**src/rtl/assert_macros.svh**
```systemverilog
// assertion helper macros for the fan ramp profile block
// every check samples on aclk and is disabled while aresetn is low
`ifndef ASSERT_MACROS_SVH
`define ASSERT_MACROS_SVH

// expression must hold at every clock edge out of reset
`define ASSERT_ALWAYS(label, expr, msg) \
    label: assert property (@(posedge aclk) disable iff (!aresetn) (expr)) else $error(msg);

// consequent must hold in the same cycle as the antecedent
`define ASSERT_IMPLIES(label, ante, cons, msg) \
    label: assert property (@(posedge aclk) disable iff (!aresetn) (ante) |-> (cons)) \
        else $error(msg);

`endif

```
**src/rtl/tfrp_pkg.sv**
```systemverilog
// shared types, constants and helpers for the trapezoid fan ramp profile block
// no dependencies
package tfrp_pkg;

    localparam int TIME_BITS = 16;                      // duration and elapsed width
    localparam int FRAC_BITS = 10;                      // ramp fraction e*1000/dur < 1024
    localparam int NUM_W     = TIME_BITS + FRAC_BITS;   // e*1000 width
    localparam int CNT_W     = $clog2(FRAC_BITS + 1);
    localparam int SPAN_W    = 10;                      // signed peak - min + 1
    localparam int MAG_W     = 9;                       // |span| up to 256
    localparam int PROD_W    = MAG_W + FRAC_BITS;       // |span| * frac
    localparam int RECIP_W   = 19;
    localparam int RECIP_SH  = 28;
    // ceil(2^28 / 1000), exact floor division for products below 2^18
    localparam logic [RECIP_W-1:0] RECIP_M = RECIP_W'(268436);
    localparam int QPROD_W   = PROD_W + RECIP_W;
    localparam int DUTY_W    = 8;
    localparam int CALC_W    = 11;                      // signed duty before saturation
    localparam logic [DUTY_W-1:0] MIN_LEVEL_RST = DUTY_W'(80);

    typedef enum logic [2:0] {
        PH_IDLE = 3'd0,
        PH_RISE = 3'd1,
        PH_HOLD = 3'd2,
        PH_FALL = 3'd3,
        PH_GAP  = 3'd4
    } phase_t;

    typedef enum logic {
        OP_TICK  = 1'b0,
        OP_START = 1'b1
    } op_t;

    typedef enum logic [2:0] {
        ST_IDLE,
        ST_CHECK,
        ST_DIV,
        ST_MUL1,
        ST_MUL2,
        ST_COMMIT
    } ctrl_state_t;

    typedef struct packed {
        op_t                 operation;
        logic [DUTY_W-1:0]   peak_level;
        logic [15:0]         rise_ms;
        logic [15:0]         hold_ms;
        logic [15:0]         fall_ms;
        logic [15:0]         gap_ms;
    } in_item_t;

    typedef struct packed {
        logic [DUTY_W-1:0]   duty;
        phase_t              phase_now;
        logic                burst_done;
    } result_t;

    // controller to datapath
    typedef struct packed {
        logic load_in;
        logic div_start;
        logic mul1;
        logic mul2;
        logic commit;
    } cmd_t;

    // datapath to controller
    typedef struct packed {
        logic need_ramp;
        logic div_done;
    } sts_t;

    function automatic logic [DUTY_W-1:0] sat_duty(input logic signed [CALC_W-1:0] v);
        logic [DUTY_W-1:0] r;
        if (v < 0) begin
            r = '0;
        end else if (v > CALC_W'(255)) begin
            r = '1;
        end else begin
            r = v[DUTY_W-1:0];
        end
        return r;
    endfunction

endpackage

```
**src/rtl/tfrp_div.sv**
```systemverilog
// iterative restoring divider, one quotient bit per cycle
// depends on tfrp_pkg; quotient is known to stay below 2^FRAC_BITS
module tfrp_div (
    input  logic                           aclk,
    input  logic                           aresetn,
    input  logic                           start,
    input  logic [tfrp_pkg::NUM_W-1:0]     num,
    input  logic [tfrp_pkg::TIME_BITS-1:0] den,
    output logic                           done,
    output logic [tfrp_pkg::FRAC_BITS-1:0] quot
);
    import tfrp_pkg::*;

    logic [TIME_BITS-1:0] rem_reg,  rem_next;
    logic [TIME_BITS-1:0] den_reg;
    logic [FRAC_BITS-1:0] sh_reg,   sh_next;
    logic [CNT_W-1:0]     cnt_reg;
    logic                 busy_reg;
    logic                 done_reg;
    logic [TIME_BITS:0]   trial;
    logic                 ge;

    always_comb begin
        trial    = {rem_reg, sh_reg[FRAC_BITS-1]};
        ge       = trial >= {1'b0, den_reg};
        rem_next = ge ? TIME_BITS'(trial - {1'b0, den_reg}) : trial[TIME_BITS-1:0];
        sh_next  = {sh_reg[FRAC_BITS-2:0], ge};
    end

    always_ff @(posedge aclk) begin
        if (!aresetn) begin
            busy_reg <= 1'b0;
            done_reg <= 1'b0;
            cnt_reg  <= '0;
        end else if (start) begin
            busy_reg <= 1'b1;
            done_reg <= 1'b0;
            cnt_reg  <= CNT_W'(FRAC_BITS);
        end else if (busy_reg) begin
            cnt_reg <= cnt_reg - CNT_W'(1);
            if (cnt_reg == CNT_W'(1)) begin
                busy_reg <= 1'b0;
                done_reg <= 1'b1;
            end
        end
    end

    // remainder starts at the high numerator bits, which are below the divisor
    always_ff @(posedge aclk) begin
        if (start) begin
            rem_reg <= num[NUM_W-1:FRAC_BITS];
            sh_reg  <= num[FRAC_BITS-1:0];
            den_reg <= den;
        end else if (busy_reg) begin
            rem_reg <= rem_next;
            sh_reg  <= sh_next;
        end
    end

    assign done = done_reg;
    assign quot = sh_reg;

endmodule

```
**src/rtl/tfrp_dp.sv**
```systemverilog
// datapath: burst state, ramp fraction divider, span multiply and /1000 scaling
// depends on tfrp_pkg and tfrp_div
module tfrp_dp (
    input  logic                        aclk,
    input  logic                        aresetn,
    input  tfrp_pkg::cmd_t              cmd,
    input  tfrp_pkg::in_item_t          in_item,
    input  logic [tfrp_pkg::DUTY_W-1:0] min_level,
    output tfrp_pkg::sts_t              sts,
    output tfrp_pkg::result_t           result
);
    import tfrp_pkg::*;

    in_item_t              item_reg;
    phase_t                phase_reg,   phase_next;
    logic [TIME_BITS-1:0]  elapsed_reg, elapsed_next;
    logic [DUTY_W-1:0]     peak_reg,    peak_next;
    logic [TIME_BITS-1:0]  rise_reg,    rise_next;
    logic [TIME_BITS-1:0]  hold_reg,    hold_next;
    logic [TIME_BITS-1:0]  fall_reg,    fall_next;
    logic [TIME_BITS-1:0]  gap_reg,     gap_next;
    logic [DUTY_W-1:0]     duty_reg,    duty_next;

    logic [PROD_W-1:0]     mag_reg;
    logic                  neg_reg;
    logic [QPROD_W-1:0]    qprod_reg;

    logic [NUM_W-1:0]      div_num;
    logic [TIME_BITS-1:0]  div_den;
    logic                  div_done;
    logic [FRAC_BITS-1:0]  div_quot;

    logic signed [SPAN_W-1:0] span;
    logic [MAG_W-1:0]         span_mag;
    logic [DUTY_W-1:0]        delta_mag;
    logic signed [CALC_W-1:0] delta;
    logic signed [CALC_W-1:0] duty_calc;
    logic [DUTY_W-1:0]        tick_duty;
    logic [TIME_BITS-1:0]     e_inc;
    logic [TIME_BITS-1:0]     rise_in;
    logic [TIME_BITS-1:0]     fall_in;

    // e*1000 = e*1024 - e*16 - e*8
    assign div_num = {elapsed_reg, FRAC_BITS'(0)}
                   - NUM_W'({elapsed_reg, 4'b0})
                   - NUM_W'({elapsed_reg, 3'b0});
    assign div_den = (phase_reg == PH_RISE) ? rise_reg : fall_reg;

    tfrp_div u_div (
        .aclk    (aclk),
        .aresetn (aresetn),
        .start   (cmd.div_start),
        .num     (div_num),
        .den     (div_den),
        .done    (div_done),
        .quot    (div_quot)
    );

    always_comb begin
        span     = SPAN_W'($signed({2'b0, peak_reg})) - SPAN_W'($signed({2'b0, min_level}))
                 + SPAN_W'(1);
        span_mag = span[SPAN_W-1] ? MAG_W'(-span) : MAG_W'(span);
    end

    // ramp term, magnitude scaled by 1/1000 then signed
    always_comb begin
        delta_mag = qprod_reg[RECIP_SH +: DUTY_W];
        delta     = neg_reg ? -CALC_W'($signed({1'b0, delta_mag}))
                            :  CALC_W'($signed({1'b0, delta_mag}));
        if (phase_reg == PH_RISE) begin
            duty_calc = CALC_W'($signed({1'b0, min_level})) + delta;
        end else begin
            duty_calc = CALC_W'($signed({1'b0, peak_reg})) - delta;
        end
    end

    assign sts.need_ramp = (item_reg.operation == OP_TICK)
                        && (phase_reg inside {PH_RISE, PH_FALL});
    assign sts.div_done  = div_done;

    assign rise_in = TIME_BITS'(item_reg.rise_ms);
    assign fall_in = TIME_BITS'(item_reg.fall_ms);
    assign e_inc   = elapsed_reg + TIME_BITS'(1);

    // result and next burst state for the latched item
    always_comb begin
        phase_next   = phase_reg;
        elapsed_next = elapsed_reg;
        peak_next    = peak_reg;
        rise_next    = rise_reg;
        hold_next    = hold_reg;
        fall_next    = fall_reg;
        gap_next     = gap_reg;
        duty_next    = duty_reg;
        tick_duty    = duty_reg;
        result       = '{duty: duty_reg, phase_now: phase_reg, burst_done: 1'b0};

        if (item_reg.operation == OP_START) begin
            if (phase_reg == PH_IDLE) begin
                peak_next    = item_reg.peak_level;
                rise_next    = (rise_in == '0) ? TIME_BITS'(1) : rise_in;
                hold_next    = TIME_BITS'(item_reg.hold_ms);
                fall_next    = (fall_in == '0) ? TIME_BITS'(1) : fall_in;
                gap_next     = TIME_BITS'(item_reg.gap_ms);
                elapsed_next = '0;
                phase_next   = PH_RISE;
                duty_next    = min_level;
                result       = '{duty: min_level, phase_now: PH_RISE, burst_done: 1'b0};
            end
        end else if (phase_reg == PH_IDLE) begin
            result = '{duty: '0, phase_now: PH_IDLE, burst_done: 1'b0};
        end else begin
            case (phase_reg)
                PH_RISE, PH_FALL: tick_duty = sat_duty(duty_calc);
                PH_GAP:           tick_duty = '0;
                default:          tick_duty = duty_reg;
            endcase
            duty_next    = tick_duty;
            result       = '{duty: tick_duty, phase_now: phase_reg, burst_done: 1'b0};
            elapsed_next = e_inc;
            case (phase_reg)
                PH_RISE: begin
                    if (e_inc >= rise_reg) begin
                        elapsed_next = '0;
                        // zero hold is passed over on the same tick
                        phase_next   = (hold_reg == '0) ? PH_FALL : PH_HOLD;
                    end
                end
                PH_HOLD: begin
                    if (e_inc >= hold_reg) begin
                        elapsed_next = '0;
                        phase_next   = PH_FALL;
                    end
                end
                PH_FALL: begin
                    if (e_inc >= fall_reg) begin
                        elapsed_next = '0;
                        duty_next    = '0;
                        if (gap_reg == '0) begin
                            phase_next        = PH_IDLE;
                            result.burst_done = 1'b1;
                        end else begin
                            phase_next = PH_GAP;
                        end
                    end
                end
                PH_GAP: begin
                    if (e_inc >= gap_reg) begin
                        elapsed_next      = '0;
                        duty_next         = '0;
                        phase_next        = PH_IDLE;
                        result.burst_done = 1'b1;
                    end
                end
                default: begin
                    phase_next = PH_IDLE;
                end
            endcase
        end
    end

    always_ff @(posedge aclk) begin
        if (cmd.load_in) begin
            item_reg <= in_item;
        end
        if (cmd.mul1) begin
            mag_reg <= PROD_W'(span_mag * div_quot);
            neg_reg <= span[SPAN_W-1];
        end
        if (cmd.mul2) begin
            qprod_reg <= QPROD_W'(mag_reg * RECIP_M);
        end
    end

    always_ff @(posedge aclk) begin
        if (!aresetn) begin
            phase_reg   <= PH_IDLE;
            elapsed_reg <= '0;
            peak_reg    <= '0;
            rise_reg    <= TIME_BITS'(1);
            hold_reg    <= '0;
            fall_reg    <= TIME_BITS'(1);
            gap_reg     <= '0;
            duty_reg    <= '0;
        end else if (cmd.commit) begin
            phase_reg   <= phase_next;
            elapsed_reg <= elapsed_next;
            peak_reg    <= peak_next;
            rise_reg    <= rise_next;
            hold_reg    <= hold_next;
            fall_reg    <= fall_next;
            gap_reg     <= gap_next;
            duty_reg    <= duty_next;
        end
    end

endmodule

```
**src/rtl/tfrp_ctrl.sv**
```systemverilog
// controller state machine sequencing one transaction through the datapath
// depends on tfrp_pkg
module tfrp_ctrl (
    input  logic           aclk,
    input  logic           aresetn,
    input  logic           in_valid,
    output logic           in_ready,
    input  logic           out_free,
    input  tfrp_pkg::sts_t sts,
    output tfrp_pkg::cmd_t cmd
);
    import tfrp_pkg::*;

    ctrl_state_t state_reg, state_next;

    always_comb begin
        state_next = state_reg;
        case (state_reg)
            ST_IDLE:   if (in_valid) state_next = ST_CHECK;
            ST_CHECK:  state_next = sts.need_ramp ? ST_DIV : ST_COMMIT;
            ST_DIV:    if (sts.div_done) state_next = ST_MUL1;
            ST_MUL1:   state_next = ST_MUL2;
            ST_MUL2:   state_next = ST_COMMIT;
            ST_COMMIT: if (out_free) state_next = ST_IDLE;
            default:   state_next = ST_IDLE;
        endcase
    end

    always_comb begin
        cmd      = '0;
        in_ready = 1'b0;
        case (state_reg)
            ST_IDLE: begin
                in_ready    = 1'b1;
                cmd.load_in = in_valid;
            end
            ST_CHECK:  cmd.div_start = sts.need_ramp;
            ST_MUL1:   cmd.mul1      = 1'b1;
            ST_MUL2:   cmd.mul2      = 1'b1;
            ST_COMMIT: cmd.commit    = out_free;
            default: begin
                cmd      = '0;
                in_ready = 1'b0;
            end
        endcase
    end

    always_ff @(posedge aclk) begin
        if (!aresetn) begin
            state_reg <= ST_IDLE;
        end else begin
            state_reg <= state_next;
        end
    end

endmodule

```
**src/rtl/trapezoid_fan_ramp_profile.sv**
```systemverilog
// top level of the trapezoid fan ramp profile generator: stream ports, apb register
// depends on tfrp_pkg, tfrp_ctrl, tfrp_dp (with tfrp_div) and assert_macros.svh
//
// usage
// - each input transaction is either a one-millisecond tick (s_tuser = 0) or a
//   burst start (s_tuser = 1) carrying peak level and rise/hold/fall/gap times
// - every input transaction yields exactly one output transaction: duty,
//   the phase that produced it, and m_tlast set on the tick that ends the burst
// - min_level sits at apb address 0, reset value 80, read live on every tick
// - a tick in rise or fall runs the 10-step fraction divider and two
//   multiply stages before its result is committed; any other transaction
//   goes from the check straight to commit; the next input is taken in the
//   cycle after that result leaves the datapath, so the block takes no new
//   transaction while one is still in the datapath
// - the result sits in an output register; the block accepts the next input
//   while it waits, and only the final write-back stalls on a busy receiver
// - reset (aresetn low, synchronous) returns to idle with no burst active,
//   duty 0 and empty output register
module trapezoid_fan_ramp_profile (
    input  logic        aclk,
    input  logic        aresetn,
    // input stream
    input  logic        s_tvalid,
    output logic        s_tready,
    input  logic [71:0] s_tdata,   // peak_level, rise_ms, hold_ms, fall_ms, gap_ms
    input  logic [0:0]  s_tuser,   // operation
    // result stream
    output logic        m_tvalid,
    input  logic        m_tready,
    output logic [15:0] m_tdata,   // duty, phase_now, zero fill
    output logic        m_tlast,   // burst_done
    // configuration
    input  logic        psel,
    input  logic        penable,
    input  logic        pwrite,
    input  logic [2:0]  paddr,
    input  logic [31:0] pwdata,
    output logic [31:0] prdata,
    output logic        pready
);
    import tfrp_pkg::*;

    logic [DUTY_W-1:0] min_level_reg;
    in_item_t          in_item;
    cmd_t              cmd;
    sts_t              sts;
    result_t           result;
    result_t           out_reg;
    logic              m_tvalid_reg;
    logic              out_free;
    logic              cfg_write;

    // apb register file: a single register, word index in paddr[2]
    assign pready    = 1'b1;
    assign cfg_write = psel && penable && pwrite && pready;
    assign prdata    = (paddr[2] == 1'b0) ? {24'b0, min_level_reg} : '0;

    always_ff @(posedge aclk) begin
        if (!aresetn) begin
            min_level_reg <= MIN_LEVEL_RST;
        end else if (cfg_write && paddr[2] == 1'b0) begin
            min_level_reg <= pwdata[DUTY_W-1:0];
        end
    end

    // unpack the input transaction
    assign in_item.operation  = op_t'(s_tuser[0]);
    assign in_item.peak_level = s_tdata[7:0];
    assign in_item.rise_ms    = s_tdata[23:8];
    assign in_item.hold_ms    = s_tdata[39:24];
    assign in_item.fall_ms    = s_tdata[55:40];
    assign in_item.gap_ms     = s_tdata[71:56];

    // output slot can take a result when empty or being drained this cycle
    assign out_free = !m_tvalid_reg || m_tready;

    tfrp_ctrl u_ctrl (
        .aclk     (aclk),
        .aresetn  (aresetn),
        .in_valid (s_tvalid),
        .in_ready (s_tready),
        .out_free (out_free),
        .sts      (sts),
        .cmd      (cmd)
    );

    tfrp_dp u_dp (
        .aclk      (aclk),
        .aresetn   (aresetn),
        .cmd       (cmd),
        .in_item   (in_item),
        .min_level (min_level_reg),
        .sts       (sts),
        .result    (result)
    );

    // output register
    always_ff @(posedge aclk) begin
        if (!aresetn) begin
            m_tvalid_reg <= 1'b0;
        end else if (cmd.commit) begin
            m_tvalid_reg <= 1'b1;
        end else if (m_tready) begin
            m_tvalid_reg <= 1'b0;
        end
    end

    always_ff @(posedge aclk) begin
        if (cmd.commit) begin
            out_reg <= result;
        end
    end

    assign m_tvalid = m_tvalid_reg;
    assign m_tdata  = {5'b0, out_reg.phase_now, out_reg.duty};
    assign m_tlast  = out_reg.burst_done;

    `include "assert_macros.svh"

    // a result is only written back into a free output slot
    `ASSERT_IMPLIES(a_commit_free, cmd.commit, out_free, "result committed over a pending one")
    // an idle result always drives the fan off
    `ASSERT_IMPLIES(a_idle_off, m_tvalid && out_reg.phase_now == PH_IDLE, out_reg.duty == '0, "idle result with nonzero duty")
    // the burst can only end out of the fall or the gap
    `ASSERT_IMPLIES(a_done_phase, m_tvalid && m_tlast, out_reg.phase_now == PH_GAP || out_reg.phase_now == PH_FALL, "burst end outside fall or gap")
    // the datapath is never asked to start a divide or commit a result while taking input
    `ASSERT_ALWAYS(a_no_overlap, !(cmd.load_in && (cmd.div_start || cmd.commit)), "input load overlaps work on previous transaction")

endmodule

```
**config.mk**
```make
export PLATFORM = sky130hd
export DESIGN_NAME = trapezoid_fan_ramp_profile
export DESIGN_NICKNAME = d
export VERILOG_FILES = /design/src/rtl/tfrp_pkg.sv /design/src/rtl/tfrp_div.sv /design/src/rtl/tfrp_dp.sv /design/src/rtl/tfrp_ctrl.sv /design/src/rtl/trapezoid_fan_ramp_profile.sv
export VERILOG_INCLUDE_DIRS = /design/src /design/src/rtl
export SDC_FILE = /design/constraint.sdc
export NUM_CORES = 1
export LEC_CHECK = 0
export ABC_AREA = 1
export ABC_CLOCK_PERIOD_IN_PS = 6700
export BUFFER_PORTS_ARGS = -buffer_cell sky130_fd_sc_hd__buf_4
export CAP_MARGIN = 20
export CORE_MARGIN = 3
export CORE_UTILIZATION = 63
export DETAILED_ROUTE_END_ITERATION = 12
export PLACE_DENSITY = 0.94
export SYNTH_ARGS = -nofsm -noshare
export SYNTH_HDL_FRONTEND = slang
export SYNTH_SLANG_ARGS = --single-unit
```
**constraint.sdc**
```tcl
create_clock -name aclk -period 6.7 [get_ports aclk]
set_input_delay 1.675 -clock aclk [delete_from_list [all_inputs] [get_ports aclk]]
set_output_delay 1.675 -clock aclk [all_outputs]
set_load 0.05 [all_outputs]
```
==> PnR_summary.wiki <==
{| class="wikitable"
! Metric !! Value
|-
| Tcrit/Tclk final || 97.7%
|-
| Worst Path Max Fanout || 7
|-
| Dominant cells by area after synthesis || sky130_fd_sc_hd__edfxtp_1, sky130_fd_sc_hd__ha_1, sky130_fd_sc_hd__fa_1, sky130_fd_sc_hd__dfxtp_1, sky130_fd_sc_hd__inv_1
|-
| Starting density of the core || 64.0%
|-
| Outcome || completed
|-
| Wire length of the first global-routing pass || 97.6 mm
|-
| Post-Synthesis Cell Area || 23500 µm²
|-
| Max stage delay on crit path || 530 ps
|-
| Leakage power || 0.0125 µW
|-
| Ratio of routed vias to standard cells || 5.93
|-
| Worst Path Arrival || 6880 ps
|-
| Max-capacitance violation count || 0
|-
| Reg2Reg Setup Slack || 150 ps
|-
| Worst Clk Skew || 24.3 ps
|-
| Maximum number of buffers from clock root to sink || 3
|-
| Root buffer cell || sky130_fd_sc_hd__clkbuf_16
|-
| Clk pwr share || 25.0%
|-
| Clock-pin slew of the registers on the worst-case setup and hold paths || 70 ps
|-
| Layout cell share with drive strength beyond 1 || 9.73%
|-
| Critical R2R Capture || u_dp.mag_reg[13]
|-
| Number of cells on the worst hold path || 2
|-
| Area delta synth->final || 10.4%
|-
| Final-report hold violation count || 0
|-
| Share of flip-flops with an asynchronous set or reset || 0%
|-
| Hold_buf cts || 0
|-
| Maximum achievable frequency || 0.153 GHz
|-
| Post-synthesis cell count || 2805
|-
| Worst setup path startpoint || u_dp.peak_reg[0]
|-
| Count of state elements after synthesis || 272
|-
| Synth top cells by count || sky130_fd_sc_hd__inv_1, sky130_fd_sc_hd__nand2_1, sky130_fd_sc_hd__ha_1
|-
| Count of unresolved DRC violations after routing || 0
|-
| Leading cell type by number of instances after synthesis || sky130_fd_sc_hd__inv_1
|-
| Launching element type of the critical path || flip-flop
|-
| Via count || 20200
|-
| Mean Syn Cell Area || 8.37 µm²
|-
| Sequential standard cell area || 7000 µm²
|-
| Total gr overflow || 0
|-
| Post-detailed-route wirelength per cell || 18.1 µm
|-
| Launching point of the worst reg2reg path || u_dp.peak_reg[0]
|-
| Total iterations of the first detailed-routing run || 6
|-
| Slowest-stage cell, CP || sky130_fd_sc_hd__fa_1
|-
| Sw Ratio || 38.7%
|-
| Primary FF master, synth || sky130_fd_sc_hd__edfxtp_1
|-
| Pin slew with the least headroom to its limit || 1060 ps
|-
| Starting DRT DRC Count || 1906
|-
| Number of flip-flops in the largest register || 41
|-
| Post-synth EDFFs || 155
|-
| Clk Latency, worst-skew pair || 580 ps
|-
| Post-Place Cells || 3347
|-
| Number of antenna-violating nets in the routed design || 0
|-
| Largest net degree at the start of global routing || 118
|-
| Yosys Warn Count || 0
|-
| Filler Cell Count || 2538
|-
| Kind of path behind the tightest hold check || flip-flop to flip-flop
|-
| Wirelength, routed || 61.7 mm
|-
| Multi-input gate area || 14400 µm²
|-
| Antenna diode count || 0
|-
| Type of element capturing the critical path || flip-flop
|-
| Overall fraction of global-route tracks in use || 30.4%
|-
| Post-synth top area share || 19.8%
|-
| End-of-flow core utilization || 70.6%
|-
| Post-layout total power || 6510 µW
|-
| Number of clock sinks || 272
|-
| Total Die Area || 39600 µm²
|-
| Sequential-to-total area share from yosys stat || 29.8%
|-
| Number of antenna violations at the first check in global routing || 0
|-
| Power per unit of standard cell area || 251 nW/µm²
|-
| Detailed Place HPWL || 46.7 mm
|-
| Critical path capture point || u_dp.mag_reg[13]
|-
| Final setup viols || 0
|-
| Count of unique library cells instantiated by Yosys || 64
|-
| Clock buffer count from CTS || 28
|-
| Global placement routability congestion || 0.951
|-
| Number of standard-cell rows in the floorplan || 70
|-
| Worst vdd rail ir drop || 333 µV
|-
| Setup Crit Path Kind || flip-flop to flip-flop
|-
| Nets || 3491
|-
| Placeable core area || 36700 µm²
|-
| H-Tree Depth || 1
|-
| Sequential fraction of design power || 30.8%
|-
| Final critical path time including I/O delays and setup || 6550 ps
|-
| Internal power summed over all cells || 3990 µW
|-
| Max-slew violation total from the final report || 0
|-
| Count of buffers from port buffering || 110
|-
| Required arrival time at the worst endpoint || 7030 ps
|-
| Top cell by count, worst path || sky130_fd_sc_hd__inv_1
|-
| Via count of the first global-routing pass || 20200
|-
| Relative slew margins || 29.2%
|-
| Hold slack || 468 ps
|-
| I/O pins || 167
|-
| Die height || 199 µm
|-
| Net switching power of the design || 2520 µW
|-
| Combinational group share of total power || 44.2%
|-
| Library cell with the largest summed area after synthesis || sky130_fd_sc_hd__edfxtp_1
|-
| TritonCTS clock tree || built
|-
| Worst r2r path cells || 32
|-
| X dimension of the die || 199 µm
|-
| Final cell count without fillers || 3406
|}
## timing repair
action / in CTS / in global routing
resized for setup: 2 / 37
pin swaps: 0 / 8
setup endpoints to repair: 2 / 8
setup buffers: 0 / 6
## critical path, delay by kind of cell (launching register included)
kind | cells | cell delay (ps)
adder cells (fa/ha/maj) | 7 | 2890
XOR/XNOR | 2 | 300
buffers and inverters | 7 | 460
AND/OR/NAND/NOR | 13 | 1730
AO/OA/AOI/OAI | 3 | 600
flip-flops | 1 | 300
## power by group through the flow
stage,registers (µW),clock network (µW),logic [µW]
after floorplan,2030,0,1700
after global placement,2030,0,2170
after detailed placement,2040,0,2330
after CTS,2000,1640,2430
after global routing,2010,1710,3110
final,2010,1630,2880
## stage by stage
stage	setup TNS (ps)	area, µm²	worst slack [ps]
2_1_floorplan	0	23600	648
3_5_place_dp	-40.0	24700	-40.0
3_3_place_gp	0	24700	294
4_1_cts	-11.5	25700	-11.5
6_report	0	25900	151
5_1_grt	-206	25900	-123
## cells by family after synthesis
group | synth area share, %
multiplexers | 0.0480
buffers and inverters | 10.1
flip-flops | 29.8
other | 0.0320
AND/OR/NAND/NOR | 16.0
XOR/XNOR | 3.18
adder cells (fa/ha/maj) | 28.4
AO/OA/AOI/OAI | 12.5
## metal layers
metal,up-vias,track usage [%],routed length (µm),share of wire (%)
met1,9483,36.9,23400,38
met4,0,15.1,3240,5.2
li1,9430,-,-,-
met3,266,5.08,5000,8.1
met5,-,0,0,0
met2,1017,52.5,30000,49
## layout by cell type (no fill, tap or decap), types with 13 or more instances in the layout
cell type,instances
sky130_fd_sc_hd__nor2_2,17
sky130_fd_sc_hd__inv_2,13
sky130_fd_sc_hd__a21oi_1,222
sky130_fd_sc_hd__buf_4,135
sky130_fd_sc_hd__fa_1,117
sky130_fd_sc_hd__clkbuf_16,30
sky130_fd_sc_hd__nor2_1,222
sky130_fd_sc_hd__edfxtp_1,155
sky130_fd_sc_hd__conb_1,30
sky130_fd_sc_hd__ha_1,335
sky130_fd_sc_hd__nand2_1,432
sky130_fd_sc_hd__xnor2_1,19
sky130_fd_sc_hd__nor4_1,14
sky130_fd_sc_hd__nand3_1,91
sky130_fd_sc_hd__o21ai_0,189
sky130_fd_sc_hd__nor3_1,22
sky130_fd_sc_hd__nand4_1,37
sky130_fd_sc_hd__a211oi_1,26
sky130_fd_sc_hd__xor2_1,49
sky130_fd_sc_hd__dfxtp_1,114
sky130_fd_sc_hd__inv_1,492
## worst min-delay path by stage
stage,slack (ps),start,to
floorplan,420,u_dp.u_div.done,u_dp.u_div.done
global placement,440,u_dp.u_div.done,u_dp.u_div.done
detailed placement,460,u_dp.u_div.done,u_dp.u_div.done
CTS,470,u_dp.u_div.done,u_dp.u_div.done
global route,480,u_dp.u_div.done,u_dp.u_div.done
finish,470,u_dp.u_div.done,u_dp.u_div.done
## cell type report
class	instances	area share, %
flip-flops and latches	272	27.0
multi-input cells	1967	55.4
clock buffers	35	2.97
inverters	509	7.42
clock inverters	17	0.768
repair buffers	138	4.14
well taps	468	2.26
(Power assumes the default switching activity.)
